===== src/hw/rtl/urfp_pkg.sv =====
// Shared types, codes and constants of the request frame parser.
`timescale 1ns / 1ps
`default_nettype none
package urfp_pkg;

  localparam int unsigned MAX_PAYLOAD = 4096;
  localparam int unsigned WORD_BYTES  = 4;
  localparam int unsigned CNT_FULL_W  = $clog2(MAX_PAYLOAD) + 1;
  localparam int unsigned CNT_W       = (CNT_FULL_W > 3) ? CNT_FULL_W : 3;
  localparam int unsigned IDX_W       = 12;

  localparam logic [31:0] START_WORD = 32'h3141_4655;
  localparam logic [31:0] GUARD_WORD = 32'h4853_5246;
  localparam logic [31:0] ALL_ONES   = 32'hFFFF_FFFF;

  localparam logic [31:0] CMD_WIPE  = 32'd2;
  localparam logic [31:0] CMD_WRITE = 32'd3;
  localparam logic [31:0] CMD_LAST  = 32'd4;

  typedef enum logic [2:0] {
    PH_HUNT    = 3'd0,
    PH_GUARD   = 3'd1,
    PH_CMD     = 3'd2,
    PH_ADDR    = 3'd3,
    PH_LEN     = 3'd4,
    PH_HCHK    = 3'd5,
    PH_PCHK    = 3'd6,
    PH_PAYLOAD = 3'd7
  } phase_t;

  typedef enum logic [1:0] {
    EV_HEADER  = 2'd0,
    EV_PAYLOAD = 2'd1,
    EV_MATCH   = 2'd2,
    EV_REJECT  = 2'd3
  } event_t;

  typedef enum logic [1:0] {
    ST_OK      = 2'd0,
    ST_BAD_CMD = 2'd1,
    ST_BAD_LEN = 2'd2,
    ST_CHKSUM  = 2'd3
  } status_t;

  typedef struct packed {
    logic [1:0]       event_kind;
    logic [1:0]       status_code;
    logic [31:0]      request_command;
    logic [31:0]      request_address;
    logic [31:0]      request_length;
    logic [7:0]       payload_byte;
    logic [IDX_W-1:0] payload_index;
  } result_t;

endpackage
`default_nettype wire


===== src/hw/rtl/uart_request_frame_parser.sv =====
// Top level of the request frame parser: one received byte per input handshake.
// A result appears on out_valid in the cycle after the byte that causes it.
// Throughput: one byte per cycle; in_ready drops only while a result waits
// in the single result register and out_ready is low.
// Reset (rst_n low, synchronous): parser returns to start word hunt with all
// header words cleared, and the result register is emptied.
`timescale 1ns / 1ps
`default_nettype none
module uart_request_frame_parser (
  input  wire logic                       clk,
  input  wire logic                       rst_n,
  input  wire logic                       in_valid,
  output      logic                       in_ready,
  input  wire logic [7:0]                 in_rx_byte,
  output      logic                       out_valid,
  input  wire logic                       out_ready,
  output      logic [1:0]                 out_event_kind,
  output      logic [1:0]                 out_status_code,
  output      logic [31:0]                out_request_command,
  output      logic [31:0]                out_request_address,
  output      logic [31:0]                out_request_length,
  output      logic [7:0]                 out_payload_byte,
  output      logic [urfp_pkg::IDX_W-1:0] out_payload_index
);
  import urfp_pkg::*;

  logic    byte_fire;
  logic    res_vld;
  logic    can_take;
  result_t res;
  result_t out_res;

  assign in_ready  = can_take;
  assign byte_fire = in_valid && can_take;

  urfp_core u_core (
    .clk       (clk),
    .rst_n     (rst_n),
    .byte_fire (byte_fire),
    .rx_byte   (in_rx_byte),
    .res_vld   (res_vld),
    .res       (res)
  );

  urfp_out_reg u_out_reg (
    .clk       (clk),
    .rst_n     (rst_n),
    .load      (byte_fire && res_vld),
    .res       (res),
    .out_ready (out_ready),
    .out_valid (out_valid),
    .can_take  (can_take),
    .out_res   (out_res)
  );

  assign out_event_kind      = out_res.event_kind;
  assign out_status_code     = out_res.status_code;
  assign out_request_command = out_res.request_command;
  assign out_request_address = out_res.request_address;
  assign out_request_length  = out_res.request_length;
  assign out_payload_byte    = out_res.payload_byte;
  assign out_payload_index   = out_res.payload_index;

endmodule
`default_nettype wire


===== src/hw/rtl/urfp_core.sv =====
// Parse state machine: start word hunt, header words, payload sum.
`timescale 1ns / 1ps
`default_nettype none
module urfp_core (
  input  wire logic             clk,
  input  wire logic             rst_n,
  input  wire logic             byte_fire,
  input  wire logic [7:0]       rx_byte,
  output      logic             res_vld,
  output      urfp_pkg::result_t res
);
  import urfp_pkg::*;

  phase_t           phase_r, phase_nxt;
  logic [31:0]      win_r, win_nxt;
  logic [CNT_W-1:0] cnt_r, cnt_nxt;
  logic [31:0]      asm_r, asm_nxt;
  logic [31:0]      cmd_r, cmd_nxt;
  logic [31:0]      addr_r, addr_nxt;
  logic [31:0]      len_r, len_nxt;
  logic [31:0]      exp_r, exp_nxt;
  logic [31:0]      sum_r, sum_nxt;

  logic [CNT_W-1:0] cnt_inc;
  logic [31:0]      asm_new;
  logic [31:0]      sum_new;
  logic [31:0]      want;
  status_t          hdr_status;

  always_ff @(posedge clk) begin
    if (!rst_n) begin
      phase_r <= PH_HUNT;
      win_r   <= '0;
      cnt_r   <= '0;
      asm_r   <= '0;
      cmd_r   <= '0;
      addr_r  <= '0;
      len_r   <= '0;
      exp_r   <= '0;
      sum_r   <= '0;
    end else if (byte_fire) begin
      phase_r <= phase_nxt;
      win_r   <= win_nxt;
      cnt_r   <= cnt_nxt;
      asm_r   <= asm_nxt;
      cmd_r   <= cmd_nxt;
      addr_r  <= addr_nxt;
      len_r   <= len_nxt;
      exp_r   <= exp_nxt;
      sum_r   <= sum_nxt;
    end
  end

  always_comb begin
    cnt_inc = cnt_r + CNT_W'(1);
    asm_new = {rx_byte, asm_r[31:8]};
    sum_new = {sum_r[26:0], sum_r[31:27]} ^ {24'd0, rx_byte};
    want    = ~(GUARD_WORD ^ cmd_r ^ addr_r ^ len_r);

    if (asm_new != want) begin
      hdr_status = ST_CHKSUM;
    end else if (cmd_r > CMD_LAST) begin
      hdr_status = ST_BAD_CMD;
    end else if (cmd_r == CMD_WIPE && len_r == '0) begin
      hdr_status = ST_BAD_LEN;
    end else if (cmd_r == CMD_WRITE &&
                 (len_r == '0 || len_r > 32'(MAX_PAYLOAD))) begin
      hdr_status = ST_BAD_LEN;
    end else begin
      hdr_status = ST_OK;
    end

    phase_nxt = phase_r;
    win_nxt   = win_r;
    cnt_nxt   = cnt_r;
    asm_nxt   = asm_r;
    cmd_nxt   = cmd_r;
    addr_nxt  = addr_r;
    len_nxt   = len_r;
    exp_nxt   = exp_r;
    sum_nxt   = sum_r;

    res_vld               = 1'b0;
    res.event_kind        = EV_HEADER;
    res.status_code       = ST_OK;
    res.request_command   = cmd_r;
    res.request_address   = addr_r;
    res.request_length    = len_r;
    res.payload_byte      = '0;
    res.payload_index     = '0;

    case (phase_r)
      PH_HUNT: begin
        win_nxt = {rx_byte, win_r[31:8]};
        if (win_nxt == START_WORD) begin
          phase_nxt = PH_GUARD;
          cnt_nxt   = '0;
          asm_nxt   = '0;
        end
      end
      PH_PAYLOAD: begin
        sum_nxt           = sum_new;
        cnt_nxt           = cnt_inc;
        res_vld           = 1'b1;
        res.payload_byte  = rx_byte;
        res.payload_index = IDX_W'(cnt_r);
        if (32'(cnt_inc) >= len_r) begin
          res.event_kind  = (sum_new == exp_r) ? EV_MATCH : EV_REJECT;
          res.status_code = (sum_new == exp_r) ? ST_OK : ST_CHKSUM;
          phase_nxt = PH_HUNT;
          win_nxt   = '0;
          cnt_nxt   = '0;
          asm_nxt   = '0;
        end else begin
          res.event_kind  = EV_PAYLOAD;
        end
      end
      default: begin
        asm_nxt = asm_new;
        cnt_nxt = cnt_inc;
        if (cnt_inc >= CNT_W'(WORD_BYTES)) begin
          cnt_nxt = '0;
          asm_nxt = '0;
          case (phase_r)
            PH_GUARD: begin
              if (asm_new != GUARD_WORD) begin
                cmd_nxt             = ALL_ONES;
                addr_nxt            = '0;
                len_nxt             = '0;
                res_vld             = 1'b1;
                res.event_kind      = EV_REJECT;
                res.status_code     = ST_CHKSUM;
                res.request_command = ALL_ONES;
                res.request_address = '0;
                res.request_length  = '0;
                phase_nxt           = PH_HUNT;
                win_nxt             = '0;
              end else begin
                phase_nxt = PH_CMD;
              end
            end
            PH_CMD: begin
              cmd_nxt   = asm_new;
              phase_nxt = PH_ADDR;
            end
            PH_ADDR: begin
              addr_nxt  = asm_new;
              phase_nxt = PH_LEN;
            end
            PH_LEN: begin
              len_nxt   = asm_new;
              phase_nxt = PH_HCHK;
            end
            PH_HCHK: begin
              res_vld = 1'b1;
              if (hdr_status != ST_OK) begin
                res.event_kind  = EV_REJECT;
                res.status_code = hdr_status;
                phase_nxt       = PH_HUNT;
                win_nxt         = '0;
              end else if (cmd_r == CMD_WRITE) begin
                phase_nxt = PH_PCHK;
              end else begin
                phase_nxt = PH_HUNT;
                win_nxt   = '0;
              end
            end
            PH_PCHK: begin
              exp_nxt   = asm_new;
              sum_nxt   = '0;
              phase_nxt = PH_PAYLOAD;
            end
            default: begin
              phase_nxt = PH_HUNT;
              win_nxt   = '0;
            end
          endcase
        end
      end
    endcase
  end

endmodule
`default_nettype wire


===== src/hw/rtl/urfp_out_reg.sv =====
// Result register with valid/ready handshake towards the consumer.
`timescale 1ns / 1ps
`default_nettype none
module urfp_out_reg (
  input  wire logic              clk,
  input  wire logic              rst_n,
  input  wire logic              load,
  input  wire urfp_pkg::result_t res,
  input  wire logic              out_ready,
  output      logic              out_valid,
  output      logic              can_take,
  output      urfp_pkg::result_t out_res
);
  import urfp_pkg::*;

  logic    vld_r, vld_nxt;
  result_t res_r;

  assign can_take  = !vld_r || out_ready;
  assign out_valid = vld_r;
  assign out_res   = res_r;

  always_comb begin
    vld_nxt = vld_r;
    if (load) begin
      vld_nxt = 1'b1;
    end else if (out_ready) begin
      vld_nxt = 1'b0;
    end
  end

  always_ff @(posedge clk) begin
    if (!rst_n) begin
      vld_r <= 1'b0;
    end else begin
      vld_r <= vld_nxt;
    end
  end

  always_ff @(posedge clk) begin
    if (load) begin
      res_r <= res;
    end
  end

endmodule
`default_nettype wire


===== config.mk =====
export PLATFORM = sky130hd
export DESIGN_NAME = uart_request_frame_parser
export DESIGN_NICKNAME = d
export VERILOG_FILES = /design/src/hw/rtl/urfp_pkg.sv /design/src/hw/rtl/uart_request_frame_parser.sv /design/src/hw/rtl/urfp_core.sv /design/src/hw/rtl/urfp_out_reg.sv
export SDC_FILE = /design/constraint.sdc
export NUM_CORES = 1
export LEC_CHECK = 0
export BUFFER_PORTS_ARGS = -buffer_cell sky130_fd_sc_hd__buf_2
export CAP_MARGIN = 25
export CORE_ASPECT_RATIO = 1.1
export CORE_UTILIZATION = 25
export CTS_CLUSTER_SIZE = 12
export DETAILED_ROUTE_END_ITERATION = 10
export SLEW_MARGIN = 40
export SYNTH_ARGS = -nofsm -noshare
export SYNTH_HDL_FRONTEND = slang
export SYNTH_SLANG_ARGS = --single-unit

===== constraint.sdc =====
create_clock -name clk -period 5.1 [get_ports clk]
set_input_delay 0.255 -clock clk [delete_from_list [all_inputs] [get_ports clk]]
set_output_delay 0.255 -clock clk [all_outputs]
set_load 0.05 [all_outputs]

**Yosys cells after proc, flatten, opt, wreduce, memory -nomap -nowiden**

Index checks and enable logic that the tools add are counted.

- $lt $le $gt $ge: 4
- Bitwise logic cells: 7
- Multiplexer cells: 50
- $add $sub $neg: 1
- Reductions and logical operators: 28
- Equal/unequal tests: 19

Operators with widths:

| kind | count |
|---|---|
| 32-bit one-hot mux with 2 select lines | 6 |
| 32-bit 2-to-1 mux | 10 |
| 100-bit 2-to-1 mux | 2 |
| 96-bit 2-to-1 mux | 2 |
| 32-bit one-hot mux with 3 select lines | 1 |
| 32-bit by 2-bit == test with 1-bit output, second input constant | 2 |
| 32-bit bitwise XOR | 2 |
| 13-bit 2-to-1 mux | 3 |
| 32-bit by 30-bit == test with 1-bit output, second input constant | 1 |
| 32-bit == test | 1 |
| 13-bit by 32-bit greater-or-equal comparator with 1-bit output | 1 |
| 32-bit by 13-bit > comparator with 1-bit output, second input constant | 1 |
| 32-bit by 3-bit > comparator with 1-bit output, second input constant | 1 |
| 32-bit logical NOT | 1 |
| 32-bit by 31-bit != test with 1-bit output, second input constant | 1 |
| 32-bit != test | 1 |
| 32-bit NOT | 1 |
| 32-bit by 8-bit bitwise XOR with 32-bit output | 1 |
| 13-bit one-hot mux with 2 select lines | 1 |
| 3-bit one-hot mux with 6 select lines | 1 |
| 2-bit 2-to-1 mux | 8 |
| 4-bit one-hot mux with 2 select lines | 2 |
| 3-bit 2-to-1 mux | 5 |
| 5-bit AND reduction | 3 |
| 27 further kinds | 51 |

- Register bits after elaboration: 361
- Word-level logic and storage cells: 126
- Output and inout bits: 122
- Input port bits: 12

**Depth between registers and ports, before layout**

- Depth after elaboration: 12
- Depth in mapped cells: 16
- Mapped depth without buffers: 14

**Modules after synthesis**

From an unflattened synthesis, not the netlist that was laid out.

- Cell total of the unflattened synthesis: 1,405
- Area, all modules: 14,840.5 µm²

Modules (own cells, without submodules):

| module | seq. area each (µm²) | times used | area an instance (µm²) | cells each |
|---|---|---|---|---|
| urfp_core | 4,484.3 | 1 | 11,175.7 | 1,279 |
| urfp_out_reg | 3,623.5 | 1 | 3,652.3 | 124 |
| uart_request_frame_parser | 0.0 | 1 | 12.5 | 2 |

**Worst setup path after synthesis**

OpenSTA, ideal clock, no wires.

- Path kind: register to register
- Start: register u_core.cnt_r[0]
- End: register u_out_reg.res_r, in the netlist u_out_reg.out_res[0], enable pin
- Buffers on the path: 0
- Period minus slack after synthesis: 4.741 ns
- Data required time: 4.627 ns
- Library setup time: 0.473 ns
- Cell stages (with the launch flop): 9
- Arrival time: 4.268 ns
- Slack: 0.359 ns
- Path through: dfxtp_1 -> ha_1 -> nand3_1 -> nor4_2 -> xor2_1 -> a2111o_1 -> nor2_1 -> a21o_1 -> inv_1

- Word-level cells in the longest chain between the ends: 5

RTL lines:

| item | RTL line | text |
|---|---|---|
| from (decl) | urfp_core.sv:16 | `logic [CNT_W-1:0] cnt_r, cnt_nxt;` |
| from (signal assigned) | urfp_core.sv:44 | `cnt_r <= cnt_nxt;` |
| 13-bit by 1-bit adder with 13-bit output | urfp_core.sv:55 | `cnt_inc = cnt_r + CNT_W'(1);` |
| 13-bit by 3-bit greater-or-equal comparator with 1-bit output | urfp_core.sv:121 | `if (cnt_inc >= CNT_W'(WORD_BYTES)) begin` |
| 1-bit 2-to-1 mux | urfp_core.sv:121 |  |
| 1-bit one-hot mux with 2 select lines | urfp_core.sv:92 | `case (phase_r)` |
| 1-bit logical AND | uart_request_frame_parser.sv:48 | `.load (byte_fire && res_vld),` |
| net u_out_reg.load | urfp_out_reg.sv:7 | `input wire logic load,` |
| to (signal assigned) | urfp_out_reg.sv:42 | `res_r <= res;` |
| to (decl) | urfp_out_reg.sv:17 | `result_t res_r;` |

The timed path passes the listed nets, and every way through them passes these cells.
A chain may end at the register's enable or synchronous reset.

**Worst setup path in the final report**

- Start: register u_core.cnt_r[0]
- End: register u_core.win_r[29]

- Word-level cells in the longest chain between the ends: 4
- Elaborated cells between the ends (all ways): 6
- Classes of those cells: 1 x add/sub; 2 x order compare; 1 x eq/ne; 2 x reduce/logical

RTL lines:

| item | RTL line | text |
|---|---|---|
| 13-bit by 1-bit adder with 13-bit output (*) | urfp_core.sv:55 |  |
| 13-bit by 32-bit greater-or-equal comparator with 1-bit output / 13-bit by 3-bit greater-or-equal comparator with 1-bit output (equally long branches) | urfp_core.sv:107, urfp_core.sv:121 |  |
| 2-bit by 1-bit != test with 1-bit output (no source line) / 3-bit nonzero test (equally long branches) | n/a |  |
| 6-bit AND reduction (no source line) (*) | n/a |  |
| to (signal assigned) | urfp_core.sv:43 | `win_r <= win_nxt;` |
| to (decl) | urfp_core.sv:15 | `logic [31:0] win_r, win_nxt;` |

Every way passes the cells marked *; elsewhere a longest branch is shown, timed or not.

==> results by group <==
Clock network
  – Clock transition at path regs: 0.06 ns
  – # Post-CTS Setup Buffers: 0
  – Cts repair resizes: 0
  – Clock buffer depth: 3
  – Clk sink count: 345
  – CTS root buffer: clkbuf_16
  – Worst-Skew Late Latency: 0.55 ns
  – CTS tree: built
  – CTS hold repair buffers: 0
  – CTS buffer count: 39
  – H-tree levels: 2

Timing
  – Worst Max-Slew Pin Slew: 0.848 ns
  – F_max: 254 MHz
  – Unrepaired setup endpoints after global routing: no
  – Final setup violation count: 0
  – Final Hold Vio Count: 0
  – Skew final: 0.0240 ns
  – Sum of negative setup slack: 0 ns
  – Rel. slew slack: 0.430
  – Final Slew Violations: 0
  – Final period utilization: 0.772
  – Post-layout min period: 3.94 ns

Finish
  – Layout Nets: 1538
  – Multi-input gate area: 6390 um^2
  – # fillers: 6031
  – Register Area: 8110 um^2
  – Layout cells sized above 1: 0.178
  – Area growth from synthesis to layout: 17.2%

Pwr
  – Total power: 5.60 mW
  – Pleak: 6.34 nW
  – Pwr/cell area: 318 nW/um^2
  – Worst vdd ir: 0.000166 V

Placement
  – Placer congestion estimate: 0.863
  – Post-DP HPWL: 29500 um
  – IO Port Bufs: 133

Detailed routing
  – Antenna viol nets, final: 0
  – DR pass1 iterations: 8
  – Via density: 4.75
  – Initial DRC Count: 967
  – DRC: 0
  – Wire per inst: 18.4 um
  – Via count: 10944
  – Final WL: 42400 um

Synthesis
  – Netlist area before placement: 15000 um^2
  – EDFF count, synth: 120
  – Syn_nets: 1467
  – Syn_area_per_cell: 10.4 um^2
  – Gate count after technology mapping: 1441
  – Main flop type after synthesis: dfxtp_1
  – Synthesis-stage register bit count: 345
  – Asr flop ratio synth: 0
  – Register area share after synthesis: 0.540
  – Yosys warns: 0
  – Post-synth cell types: 59

Worst hold path
  – HP Class: input pin to flop

Worst setup path
  – CP max stage delay: 0.43 ns
  – Slowest CP cell: dfxtp_1
  – Crit path DAT: 4.40 ns
  – Critical path class: flop to flop
  – Critical path cell sequence: ha_1 > and3_1 > nand3_1 > nor2_1 > nand3_1 > xnor2_1 > ha_1 > nand4_1 > a311o_1 > a31oi_1 > o21bai_1 > a2111oi_4 > buf_4 > mux2i_1
  – CP Data Required Time: 5.56 ns
  – Worst Setup Start Kind: flop
  – R2R setup slack: 1.16 ns
  – CP endpoint kind: flop
  – Critical path fanouts, max: 24

Floorplan
  – Initial Util: 0.255
  – DIE WIDTH: 236 um
  – Cell Rows: 93
  – Chip height: 259 um
  – Die Area: 61100 um^2
  – Top-Level Pins: 134
  – Core Region: 59000 um^2

Job
  – Number of max-cap violations: 0

Global routing
  – Largest net degree at the start of global routing: 91
  – Vias in the first global route: 10909
  – GRT Total Usage: 0.137
  – Initial antenna violation count: 10
  – First-pass GRT wire length: 65300 um
  – Remaining global-route overflow: 0

Outcome
  – Status: complete, no violations
==> routing by layer <==
layer  part of all wire  global-route usage  vias to the layer above
met5             0.0013                   0                        -
met4              0.035              0.0537                       10
met3              0.059              0.0293                       90
met2               0.48               0.233                      335
met1               0.43               0.168                     5310
li1                   -                   -                     5199
==> layout make-up <==
cell class / instances / share of cell area
Sequential cell: 345 / 0.461
Multi-Input combinational cell: 954 / 0.363
Clock buffer: 55 / 0.0612
Tap cell: 760 / 0.0540
Timing Repair Buffer: 153 / 0.0493
Clock inverter: 16 / 0.00718
Inverter: 19 / 0.00419
Antenna cell: 3 / 0.000426
==> flip-flops by register name (all words and copies together), names as in the netlist <==
signal,count
u_out_reg.out_valid,1
u_out_reg.out_res,120
u_core.cnt_r,13
u_core.phase_r,3
u_core.sum_r,32
u_core.cmd_r,32
u_core.asm_r,24
u_core.exp_r,32
u_core.win_r,24
u_core.len_r,32
u_core.addr_r,32
==> critical path, delay by kind of cell, from the launching register on <==
kind | cells | cell delay (ns)
compound gates | 4 | 1.03
simple gates | 5 | 0.89
fa+ha+maj | 2 | 0.64
flops | 1 | 0.43
buf+inv | 1 | 0.42
mux | 1 | 0.25
xor+xnor | 1 | 0.18
==> report_power, final <==
group | internal, mW | total, mW | switching (mW) | leakage, nW
logic | 0.0280 | 0.110 | 0.0819 | 3.05
clock network | 1.53 | 2.65 | 1.12 | 0.586
registers | 2.83 | 2.84 | 0.00602 | 2.71
total | 4.40 | 5.60 | 1.21 | 6.34
==> cell usage after synthesis (all sizes together), types with 2 or more instances <==
master   instances  area, um^2
o21a             3        22.5
dfxtp          225        4500
clkinv           2        7.51
nor4bb           5        50.1
nor4            33         234
o21ai           44         220
a41o             2        20.0
a22o            64         561
or4              3        22.5
xor2            57         499
inv             17        63.8
and3             4        25.0
clkbuf          99         372
nand3b           2        15.0
buf             24         140
o211ai           3        22.5
nand2b           3        18.8
or3              6        37.5
ha              14         175
a2111oi          2        36.3
nor4b            5        43.8
and2            23         144
or2             33         206
a21oi           35         175
a2111o           2        22.5
nor3             8        45.0
o22ai            2        12.5
nand2          197         739
a31oi            3        18.8
nand3           73         365
o221a           33         372
nor2b           54         338
nand4           19         119
xnor2          103         902
o21bai           3        22.5
edfxtp         120        3600
mux2i           57         571
nor2            48         180
==> path summary, 6_finish.rpt <==
kind	start	cells after the start	end
worst max register to register	u_core.cnt_r[0]$_SDFFE_PN0P_	14	u_core.win_r[29]$_SDFFE_PN0P_
worst min-delay path	in_rx_byte[0]	3	u_core.exp_r[24]$_SDFFE_PN0P_
worst max-delay path	u_core.cnt_r[0]$_SDFFE_PN0P_	14	u_core.win_r[29]$_SDFFE_PN0P_
worst min register to register	u_core.win_r[13]$_SDFFE_PN0P_	2	u_core.win_r[13]$_SDFFE_PN0P_
==> through the flow <==
step | util | cells | instance area (um^2) | setup WS [ns] | hold WS [ns]
after floorplan | - | 1441 | 15000 | 0.359 | 0.430
after global placement | 0.277 | 2229 | 16300 | 1.37 | 0.437
after detailed placement | 0.278 | 2231 | 16400 | 1.30 | 0.453
after CTS | 0.298 | 2302 | 17600 | 1.22 | 0.117
after global routing | 0.298 | 2302 | 17600 | 0.873 | 0.136
final | 0.298 | 2305 | 17600 | 1.16 | 0.137
==> cells in the final DEF, fill, tap and decap left out, types with 6 or more instances in the layout <==
cell type  count
a21oi_1       34
a22o_1        64
and2_1        23
buf_2        132
buf_4         17
clkbuf_1      13
clkbuf_16     40
clkinv_1       7
dfxtp_1      225
edfxtp_1     120
ha_1          14
inv_1         16
mux2i_1       57
nand2_1      197
nand3_1       73
nand4_1       19
nor2_1        47
nor2b_1       54
nor3_1         7
nor4_1        28
o21ai_0       43
o221a_2       32
or2_1         11
or2_2         22
or3_1          6
xnor2_1      103
xor2_1        57
==> cell families after synthesis <==
| kind of cell | synth area share |
|---|---|
| AND/OR/NAND/NOR | 0.174 |
| flip-flops | 0.540 |
| AO/OA/AOI/OAI | 0.105 |
| XOR/XNOR | 0.0933 |
| buffers and inverters | 0.0388 |
| multiplexers | 0.0380 |
| adder cells (fa/ha/maj) | 0.0117 |
No activity file was read; power rests on OpenSTA's default activity.
